File: config.mk
export PLATFORM = sky130hd
export DESIGN_NAME = timer_pool_with_handles
export DESIGN_NICKNAME = d
export VERILOG_FILES = /design/src/design/tph_pkg.sv /design/src/design/tph_cell.sv /design/src/design/tph_slot_op.sv /design/src/design/timer_pool_with_handles.sv
export SDC_FILE = /design/constraint.sdc
export NUM_CORES = 1
export LEC_CHECK = 0
export ABC_AREA = 1
export BUFFER_PORTS_ARGS = -buffer_cell sky130_fd_sc_hd__buf_2
export CORE_MARGIN = 4
export CORE_UTILIZATION = 51
export CTS_BUF_LIST = sky130_fd_sc_hd__clkbuf_8
export CTS_CLUSTER_SIZE = 20
export DETAILED_ROUTE_END_ITERATION = 7
export PLACE_DENSITY = 0.67
export SKIP_CTS_REPAIR_TIMING = 1
export SLEW_MARGIN = 20
export SYNTH_ARGS = -nofsm -noshare
export SYNTH_HDL_FRONTEND = slang
export SYNTH_SLANG_ARGS = --single-unit
File: constraint.sdc
create_clock -name clk -period 63.3 [get_ports clk]
set_input_delay 6.33 -clock clk [delete_from_list [all_inputs] [get_ports clk]]
set_output_delay 6.33 -clock clk [all_outputs]
set_load 0.05 [all_outputs]
File: src/design/tph_pkg.sv
// Shared constants, types and helpers for the timer pool.
package tph_pkg;

  // Pool geometry.
  localparam int TIMER_SLOTS = 16;
  localparam int IDENT_BITS  = 16;
  localparam int STEP_W      = (TIMER_SLOTS > 1) ? $clog2(TIMER_SLOTS) : 1;

  // Port widths fixed by the command interface.
  localparam int CMD_W    = 3;
  localparam int PORT_ID_W = 16;
  localparam int TIME_W   = 32;
  localparam int STATUS_W = 2;

  // Command codes.
  typedef enum logic [CMD_W-1:0] {
    CMD_ADD    = 3'd0,
    CMD_CANCEL = 3'd1,
    CMD_SET    = 3'd2,
    CMD_QUERY  = 3'd3,
    CMD_TICK   = 3'd4
  } cmd_t;

  // Result status codes.
  typedef enum logic [STATUS_W-1:0] {
    STAT_OK        = 2'd0,
    STAT_FULL      = 2'd1,
    STAT_NOT_FOUND = 2'd2,
    STAT_EXPIRED   = 2'd3
  } status_t;

  // Contents of one timer slot.
  typedef struct packed {
    logic                     live;
    logic [IDENT_BITS-1:0]    ident;
    logic signed [TIME_W-1:0] remaining;
  } slot_t;

  // What the slot operator reports for the slot at the head of the ring.
  typedef struct packed {
    slot_t slot_out;
    logic  claim;
    logic  expire;
  } op_t;

  // Low bits of an identifier as shown on the result port.
  function automatic logic [PORT_ID_W-1:0] ident_to_port(input logic [IDENT_BITS-1:0] ident);
    logic [31:0] wide;
    wide = 32'(ident);
    return wide[PORT_ID_W-1:0];
  endfunction

  // Full identifier compared with the zero-extended port identifier.
  function automatic logic ident_match(input logic [IDENT_BITS-1:0] ident,
                                       input logic [PORT_ID_W-1:0] port_id);
    return 32'(ident) == 32'(port_id);
  endfunction

endpackage

File: src/design/tph_cell.sv
// One storage cell of the slot ring: holds a timer and takes its neighbor's contents on a shift.
module tph_cell (
  input  logic          clk,
  input  logic          rst_n,
  input  logic          shift_en,
  input  tph_pkg::slot_t d,
  output tph_pkg::slot_t q
);
  import tph_pkg::*;

  slot_t slot_r;

  // Live bit is cleared by reset; identifier and time are undefined until written.
  always_ff @(posedge clk) begin
    if (!rst_n) begin
      slot_r.live <= 1'b0;
    end else if (shift_en) begin
      slot_r <= d;
    end
  end

  assign q = slot_r;

endmodule

File: src/design/tph_slot_op.sv
// Applies the current command to the slot passing the head of the ring.
module tph_slot_op (
  input  tph_pkg::cmd_t                   cmd,
  input  logic [tph_pkg::PORT_ID_W-1:0]   timer_id,
  input  logic signed [tph_pkg::TIME_W-1:0] time_value,
  input  logic [tph_pkg::IDENT_BITS-1:0]  next_ident,
  input  logic                            found,
  input  tph_pkg::slot_t                  slot_in,
  output tph_pkg::op_t                    op
);
  import tph_pkg::*;

  logic signed [TIME_W:0]   diff;
  logic signed [TIME_W-1:0] sat;
  logic                     match;

  // Exact remaining-minus-delta, saturated to the signed 32-bit range.
  always_comb begin
    diff = {slot_in.remaining[TIME_W-1], slot_in.remaining}
         - {time_value[TIME_W-1], time_value};
    if (diff[TIME_W] != diff[TIME_W-1]) begin
      sat = diff[TIME_W] ? {1'b1, {(TIME_W-1){1'b0}}} : {1'b0, {(TIME_W-1){1'b1}}};
    end else begin
      sat = diff[TIME_W-1:0];
    end
  end

  // First live slot whose identifier matches, before any earlier claim.
  assign match = !found && slot_in.live && ident_match(slot_in.ident, timer_id);

  // Per-command slot update.
  always_comb begin
    op.slot_out = slot_in;
    op.claim    = 1'b0;
    op.expire   = 1'b0;
    unique case (cmd)
      CMD_ADD: begin
        if (!found && !slot_in.live) begin
          op.slot_out.live      = 1'b1;
          op.slot_out.ident     = next_ident;
          op.slot_out.remaining = time_value;
          op.claim              = 1'b1;
        end
      end
      CMD_CANCEL: begin
        if (match) begin
          op.slot_out.live = 1'b0;
          op.claim         = 1'b1;
        end
      end
      CMD_SET: begin
        if (match) begin
          op.slot_out.remaining = time_value;
          op.claim              = 1'b1;
        end
      end
      CMD_QUERY: begin
        op.claim = match;
      end
      CMD_TICK: begin
        if (slot_in.live) begin
          op.slot_out.remaining = sat;
          if (sat[TIME_W-1]) begin
            op.slot_out.live = 1'b0;
            op.expire        = 1'b1;
          end
        end
      end
      default: begin
      end
    endcase
  end

endmodule

File: src/design/timer_pool_with_handles.sv
// Top level of the timer pool: command sequencer around a rotating ring of slot cells.
//
// Usage: present a command on in_command, in_timer_id and in_time_value with start
// high; the transaction is taken at the edge where start is high and busy is low.
// The sixteen slots sit in a ring of cells that rotates by one place each cycle
// while the sequencer walks it; the slot at the head passes through the slot
// operator, so one full turn visits every slot in slot order and returns the ring
// to its original arrangement. A final state then issues the final result, and busy
// stays high through the walk and that final state. The final result is shown in the
// first cycle with busy low, and the next command is taken at the end of that cycle
// at the earliest, so no command is taken before the last one's final result.
// Results appear for one cycle each with out_valid high and cannot be held off.
// Add, cancel, set time and query give one result, in the first cycle with busy low.
// Tick gives one expiry result per expired timer, each issued during the turn
// when the following expiry is seen, the final one (out_last high) after the
// turn; with no expiry it gives one ok result. Unknown commands give none.
// Reset clears all live bits, the identifier counter and the sequencer at once.
module timer_pool_with_handles (
  input  logic                                clk,
  input  logic                                rst_n,
  input  logic                                start,
  output logic                                busy,
  input  logic [tph_pkg::CMD_W-1:0]           in_command,
  input  logic [tph_pkg::PORT_ID_W-1:0]       in_timer_id,
  input  logic signed [tph_pkg::TIME_W-1:0]   in_time_value,
  output logic                                out_valid,
  output logic [tph_pkg::STATUS_W-1:0]        out_status,
  output logic [tph_pkg::PORT_ID_W-1:0]       out_timer_id_res,
  output logic signed [tph_pkg::TIME_W-1:0]   out_time_left,
  output logic                                out_last
);
  import tph_pkg::*;

  typedef enum logic [2:0] {
    ST_IDLE = 3'b001,
    ST_WALK = 3'b010,
    ST_FIN  = 3'b100
  } state_t;

  state_t                   state_r, state_nxt;
  logic [STEP_W-1:0]        step_r, step_nxt;
  cmd_t                     cmd_r, cmd_nxt;
  logic [PORT_ID_W-1:0]     id_r, id_nxt;
  logic signed [TIME_W-1:0] tv_r, tv_nxt;
  logic                     found_r, found_nxt;
  logic signed [TIME_W-1:0] qtime_r, qtime_nxt;
  logic                     pend_valid_r, pend_valid_nxt;
  logic [IDENT_BITS-1:0]    pend_ident_r, pend_ident_nxt;
  logic [IDENT_BITS-1:0]    next_ident_r, next_ident_nxt;

  logic                     out_valid_r, out_valid_nxt;
  logic [STATUS_W-1:0]      out_status_r, out_status_nxt;
  logic [PORT_ID_W-1:0]     out_id_r, out_id_nxt;
  logic signed [TIME_W-1:0] out_time_r, out_time_nxt;
  logic                     out_last_r, out_last_nxt;

  slot_t cell_d [TIMER_SLOTS];
  slot_t cell_q [TIMER_SLOTS];
  op_t   op;
  logic  walking;
  logic  accept;

  assign accept  = start && (state_r == ST_IDLE);
  assign walking = (state_r == ST_WALK);

  // Ring of slot cells; the head cell feeds the operator, whose output enters the tail.
  generate
    for (genvar i = 0; i < TIMER_SLOTS; i++) begin : g_cell
      if (i == TIMER_SLOTS - 1) begin : g_tail
        assign cell_d[i] = op.slot_out;
      end else begin : g_body
        assign cell_d[i] = cell_q[i+1];
      end
      tph_cell u_cell (
        .clk      (clk),
        .rst_n    (rst_n),
        .shift_en (walking),
        .d        (cell_d[i]),
        .q        (cell_q[i])
      );
    end
  endgenerate

  // Command applied to the slot at the head of the ring.
  tph_slot_op u_op (
    .cmd        (cmd_r),
    .timer_id   (id_r),
    .time_value (tv_r),
    .next_ident (next_ident_r),
    .found      (found_r),
    .slot_in    (cell_q[0]),
    .op         (op)
  );

  // Sequencer and result generation.
  always_comb begin
    state_nxt      = state_r;
    step_nxt       = step_r;
    cmd_nxt        = cmd_r;
    id_nxt         = id_r;
    tv_nxt         = tv_r;
    found_nxt      = found_r;
    qtime_nxt      = qtime_r;
    pend_valid_nxt = pend_valid_r;
    pend_ident_nxt = pend_ident_r;
    next_ident_nxt = next_ident_r;
    out_valid_nxt  = 1'b0;
    out_status_nxt = out_status_r;
    out_id_nxt     = out_id_r;
    out_time_nxt   = out_time_r;
    out_last_nxt   = out_last_r;

    unique case (state_r)
      ST_IDLE: begin
        if (accept) begin
          cmd_nxt        = cmd_t'(in_command);
          id_nxt         = in_timer_id;
          tv_nxt         = in_time_value;
          found_nxt      = 1'b0;
          pend_valid_nxt = 1'b0;
          step_nxt       = '0;
          state_nxt      = ST_WALK;
        end
      end
      ST_WALK: begin
        if (op.claim) begin
          found_nxt = 1'b1;
          qtime_nxt = cell_q[0].remaining;
        end
        // A new expiry releases the one held back, which is then known not to be last.
        if (op.expire) begin
          if (pend_valid_r) begin
            out_valid_nxt  = 1'b1;
            out_status_nxt = STAT_EXPIRED;
            out_id_nxt     = ident_to_port(pend_ident_r);
            out_time_nxt   = '0;
            out_last_nxt   = 1'b0;
          end
          pend_valid_nxt = 1'b1;
          pend_ident_nxt = cell_q[0].ident;
        end
        if (step_r == STEP_W'(TIMER_SLOTS - 1)) begin
          state_nxt = ST_FIN;
        end else begin
          step_nxt = step_r + 1'b1;
        end
      end
      ST_FIN: begin
        state_nxt     = ST_IDLE;
        out_id_nxt    = '0;
        out_time_nxt  = '0;
        out_last_nxt  = 1'b1;
        out_valid_nxt = 1'b1;
        unique case (cmd_r) inside
          CMD_ADD: begin
            if (found_r) begin
              out_status_nxt = STAT_OK;
              out_id_nxt     = ident_to_port(next_ident_r);
              next_ident_nxt = next_ident_r + 1'b1;
            end else begin
              out_status_nxt = STAT_FULL;
            end
          end
          CMD_CANCEL, CMD_SET: begin
            out_status_nxt = found_r ? STAT_OK : STAT_NOT_FOUND;
          end
          CMD_QUERY: begin
            out_status_nxt = found_r ? STAT_OK : STAT_NOT_FOUND;
            out_time_nxt   = found_r ? qtime_r : '0;
          end
          CMD_TICK: begin
            if (pend_valid_r) begin
              out_status_nxt = STAT_EXPIRED;
              out_id_nxt     = ident_to_port(pend_ident_r);
            end else begin
              out_status_nxt = STAT_OK;
            end
          end
          default: begin
            out_valid_nxt = 1'b0;
          end
        endcase
      end
      default: begin
        state_nxt = ST_IDLE;
      end
    endcase
  end

  // Control registers are reset; payload registers are not.
  always_ff @(posedge clk) begin
    if (!rst_n) begin
      state_r      <= ST_IDLE;
      next_ident_r <= '0;
      out_valid_r  <= 1'b0;
      pend_valid_r <= 1'b0;
      found_r      <= 1'b0;
      step_r       <= '0;
    end else begin
      state_r      <= state_nxt;
      next_ident_r <= next_ident_nxt;
      out_valid_r  <= out_valid_nxt;
      pend_valid_r <= pend_valid_nxt;
      found_r      <= found_nxt;
      step_r       <= step_nxt;
    end
  end

  always_ff @(posedge clk) begin
    cmd_r        <= cmd_nxt;
    id_r         <= id_nxt;
    tv_r         <= tv_nxt;
    qtime_r      <= qtime_nxt;
    pend_ident_r <= pend_ident_nxt;
    out_status_r <= out_status_nxt;
    out_id_r     <= out_id_nxt;
    out_time_r   <= out_time_nxt;
    out_last_r   <= out_last_nxt;
  end

  assign busy             = (state_r != ST_IDLE);
  assign out_valid        = out_valid_r;
  assign out_status       = out_status_r;
  assign out_timer_id_res = out_id_r;
  assign out_time_left    = out_time_r;
  assign out_last         = out_last_r;

endmodule

* Yosys cells after proc, flatten, opt, wreduce, memory -nomap -nowiden
Cells that the tools add are included.
** Cells by class
- Add/subtract/negate cells :: 3
- Eq/ne operators :: 18
- Mux-type cells :: 52
- Reductions and logical operators :: 22
** Operators with widths (number)
- $mux 32 :: 7
- $pmux 32 s3 :: 1
- $mux 16 :: 5
- $pmux 16 s2 :: 2
- $pmux 32 s2 :: 1
- $mux 50 :: 1
- $mux 33 :: 1
- $sub 32x32->33 :: 1
- $add 16x1->16 const B :: 1
- $eq 16x16->1 :: 1
- $mux 1 :: 16
- $reduce_and 3->1 :: 5
- $ne 2x2->1 const B :: 6
- $reduce_and 2->1 :: 5
- $eq 3x2->1 const B :: 3
- $mux 2 :: 4
- $mux 4 :: 2
- $pmux 1 s2 :: 4
- $pmux 4 s2 :: 1
- $eq 3x1->1 const B :: 2
- $eq 3x3->1 const B :: 2
- $mux 3 :: 2
- $pmux 2 s3 :: 1
- $pmux 3 s2 :: 1
- other kinds (15) :: 20
** Storage, ports and cells
- Bits in registers :: 960
- Bits of input ports :: 54
- Output and inout bits :: 53
- Word-level logic and storage cells :: 158

* Depth between registers and ports, before layout
- Depth in word-level cells :: 8
- Depth in mapped cells :: 19
- Depth with buffers taken out :: 19

* Modules after synthesis
From an unflattened synthesis, not the netlist that was laid out.
** Unflattened totals
- Cell total of the unflattened synthesis :: 2372
- Area total of the unflattened synthesis :: 35426.5 um2
** Modules (own cells, without submodules)
- tph_cell :: times used 16, cells each 56, area each 1490.2 um2, sequential area each 1461.4 um2
- timer_pool_with_handles :: times used 1, cells each 538, area each 6595.1 um2, sequential area each 5024.8 um2
- tph_slot_op :: times used 1, cells each 938, area each 4988.5 um2, sequential area each 0.0 um2

* Worst setup path before layout
No wires, ideal clock.
- Kind :: input to register
- Start :: in rst_n
- End :: reg g_cell[0].u_cell.slot_r (netlist bit g_cell[0].u_cell.q[0]), enable pin
- Library setup time :: 1.925 ns
- Arrival :: 38.523 ns
- Required time :: 61.375 ns
- Slack :: 22.852 ns
- Stages :: 3
- Buffers on the path :: 1
- Path through :: clkinv_1 clkbuf_1 nor2_1
** On the way
- Longest elaborated chain between the ends :: 1
** RTL lines
- start: declaration :: RTL line timer_pool_with_handles.sv:20 : input logic rst_n,
- $reduce_and 2->1 (no source line)
- end: declaration :: RTL line tph_cell.sv:11 : slot_t slot_r;
Every way passes these cells.
A chain may end at the register's enable or synchronous reset.

* Worst setup path after layout
- Start :: in rst_n
- End :: reg g_cell[9].u_cell.slot_r (netlist bit g_cell[9].u_cell.q[19]), enable pin
** On the way
- Longest elaborated chain between the ends :: 1
** RTL lines (RTL line)
- $reduce_and 2->1 (no source line)
- end: declaration :: tph_cell.sv:11
Every way passes these cells.

==> impl_metrics.tcl <==
set metrics [dict create \
    status "complete, no violations" \
    clock-sinks 960 \
    clock_latency_ps 780 \
    critical_path_depth 8 \
    cts_buffers 147 \
    htreeDepth 4 \
    setup_viol 0 \
    worst-setup-path-type "input pin to flip-flop" \
    ff_latch_area_um2 28400 \
    fillCellCount 5100 \
    stdcell_count 3454 \
    yosysMostFrequentCell "edfxtp_1" \
    reg2reg_depth 9 \
    power_switching_share_pct 21.7 \
    grt_pass1_vias 17900 \
    ys_warn_count 0 \
    grt_max_degree 216 \
    die_y_um 270 \
    dieArea_um2 72900 \
    syn_area_um2 35000 \
    r2r_setup_slack_ps 58220 \
    drv_cap 0 \
    period_share_pct 16.9 \
    vias_per_cell 5.21 \
    synth_edf_count 918 \
    nets 2560 \
    synth_nets 2337 \
    crit_family "buffers and inverters" \
    cts_tree "yes" \
    critPathCaptureType "flip-flop" \
    finalHoldViolations 0 \
    crit_start "rst_n" \
    crit_arrival_ps 11070 \
    multiInputGateArea_um2 5630 \
    postSynth.asyncResetShare_pct 0 \
    grt_pass1_wl_mm 97.9 \
    drc_errors 0 \
    clkTransAtPathRegs_ps 80 \
    rsz0062_at_grt "false" \
    path_max_fanout 146 \
    synthTopCellsByArea "edfxtp_1 79%, nand2_1 3.3%, dfxtp_1 2.4%" \
    worst_pin_slew_ps 1050 \
    totalWireLength_mm 61.9 \
    p_clk_share_pct 39.2 \
    gr-total-overflow 0 \
    dpl.cell_count 3193 \
    drive_above_1_share_pct 16.8 \
    power_frac_comb_pct 3.9 \
    pin_count 107 \
    cpPeakStageDelay_ps 870 \
    hp-start "g_cell[14].u_cell.q[19]$_DFFE_PP_" \
    place_hpwl_mm 38.0 \
    slew_viol_final 0 \
    hp-class "flip-flop to flip-flop" \
    skew_ps 34.3 \
    grt.total_usage_pct 17.1 \
    power_density_nw_per_um2 31.5 \
    place_congestion 0.860 \
    seq_area_frac_synth_pct 81.1 \
    core_area_um2 67600 \
    yosysTopAreaCell "edfxtp_1" \
    rows 95 \
    final_antenna_net_count 0 \
    synth.distinct_cells 51 \
    start_util_pct 51.8 \
    crit_chain "buf_2 > clkinv_1 > nor2_4 > buf_4 > buf_12 > buf_16 > buf_4 > buf_4" \
    switchingPower_w 0.000269 \
    crit_required_ps 63670 \
    setup_tns_ps 0 \
    synthToLayoutAreaGrowth_pct 12.6 \
    drt_iter0_markers 1575 \
    synth_common_cells "918 x edfxtp_1, 307 x nand2_1, 196 x nor2_1, 186 x inv_1, 110 x a21oi_1" \
    synth_seq_cells 960 \
    syn_area_per_cell_um2 15.6 \
    synth_ff_type "edfxtp_1" \
    io_buffer_count 106 \
    crit_top_cell "buf_4" \
    synth_top_area_share_pct 78.7 \
    leakage_nw 13.9 \
    antenna_found_initial 0 \
    wl_per_cell_um 17.9 \
    vdd_drop_max_mv 0.0191 \
    synth_cells 2248 \
    cpMaxStageDelayCell "buf_4" \
    hold_ws_ps 398 \
    r2r_start "state_r[1]$_SDFFE_PN0P_" \
    fin_area_um2 39400 \
    num_vias 18000 \
    critPathBufInv 7 \
    first_pass_iters 5 \
    placed_area_um2 36500 \
    worstSetupStartpointType "input pin" \
    fmaxAchievable_mhz 93.5 \
    power_w 0.00124 \
    internal_power_w 0.000971 \
    max_slew_margin_pct 30.0 \
    cts_root_buffer "clkbuf_8" \
    seqPwrFrac_pct 56.9 \
    fin_crit_ps 10700 \
    clockBufferDepth 3 \
    hold_depth 0 \
    die_x_um 270 \
    reg2reg_to "g_cell[9].u_cell.q[19]$_DFFE_PP_" \
    holdPathEnd "g_cell[13].u_cell.q[19]$_DFFE_PP_" \
]
## through the flow
stage	worst slack, ps	util [%]
after floorplan	22850	-
after global placement	51870	54.0
after detailed placement	51670	54.0
after CTS	52570	58.2
after global routing	52260	58.3
final	52600	58.3
## per-layer routing
| metal | track usage, % | vias to the layer above | routed length, µm |
|---|---|---|---|
| met2 | 25.2 | 456 | 27900 |
| met1 | 25.2 | 8851 | 29300 |
| met4 | 6.38 | 0 | 1340 |
| met5 | 0 | - | 0 |
| li1 | - | 8587 | - |
| met3 | 3.90 | 103 | 3360 |
## cell type report
class	count	share of cell area (%)
Timing Repair Buffer	126	1.87
Sequential cell	960	72.1
Inverter	195	1.86
Antenna cell	1	0.00635
Multi-Input combinational cell	1041	14.3
Tap cell	873	2.77
Clock buffer	157	5.48
Clock inverter	101	1.63
## power groups by stage
stage	clock network, W	registers (W)	logic (W)
floorplan	0	0.000728	0.0000352
global placement	0	0.000718	0.0000476
detailed placement	0	0.000718	0.0000487
CTS	0.000503	0.000705	0.0000490
global route	0.000535	0.000705	0.0000547
finish	0.000486	0.000705	0.0000489
## cell families after synthesis
group                    count (synthesis)  synth area share [%]
buffers and inverters                  247                  2.85
XOR/XNOR                                26                 0.650
adder cells (fa/ha/maj)                 35                  1.27
AND/OR/NAND/NOR                        706                  9.72
flip-flops                             960                  81.1
AO/OA/AOI/OAI                          274                  4.36
## worst register-to-register path: stages (launching register included)
cell     delay (ps)
dfxtp_1         320
inv_1            50
nor3_1          200
inv_1           400
nor2_4          190
buf_4           680
buf_12          470
buf_16          490
buf_4           950
buf_4           890
## cell usage in the layout (no fill, tap or decap), drive strengths merged, types with 6 or more instances in the layout
master | netlist | layout
buf | 20 | 126
xor2 | 9 | 9
a22oi | 16 | 16
clkbuf | 32 | 157
nor2 | 203 | 203
bufinv | 0 | 6
nand3 | 93 | 93
dfxtp | 42 | 42
inv | 194 | 245
ha | 34 | 34
edfxtp | 918 | 918
o21ai | 110 | 110
nand3b | 8 | 8
o21bai | 10 | 10
nor3 | 21 | 21
nand2 | 329 | 329
nand4 | 41 | 41
a21oi | 117 | 117
or2 | 7 | 7
xnor2 | 17 | 17
clkinv | 1 | 41
## how the worst max path moves through the flow
stage	to	slack, ps
2_1_floorplan	g_cell[0].u_cell.q[0]$_DFFE_PP_	22850
3_3_place_gp	g_cell[2].u_cell.q[20]$_DFFE_PP_	51870
3_5_place_dp	g_cell[3].u_cell.q[20]$_DFFE_PP_	51670
4_1_cts	g_cell[3].u_cell.q[20]$_DFFE_PP_	52570
5_1_grt	g_cell[11].u_cell.q[18]$_DFFE_PP_	52260
6_report	g_cell[9].u_cell.q[19]$_DFFE_PP_	52600
## state kept, by name, indices dropped and copies added (netlist names)
register and flops:
found_r 1, out_valid 1, pend_valid_r 1, g_cell.u_cell.q 784
id_r 16, out_status 2, out_time_left 32, state_r 3
cmd_r 3, out_last 1, pend_ident_r 16, qtime_r 32
tv_r 32, step_r 4, next_ident_r 16, out_timer_id_res 16
No activity file was read; power rests on OpenSTA's default activity.
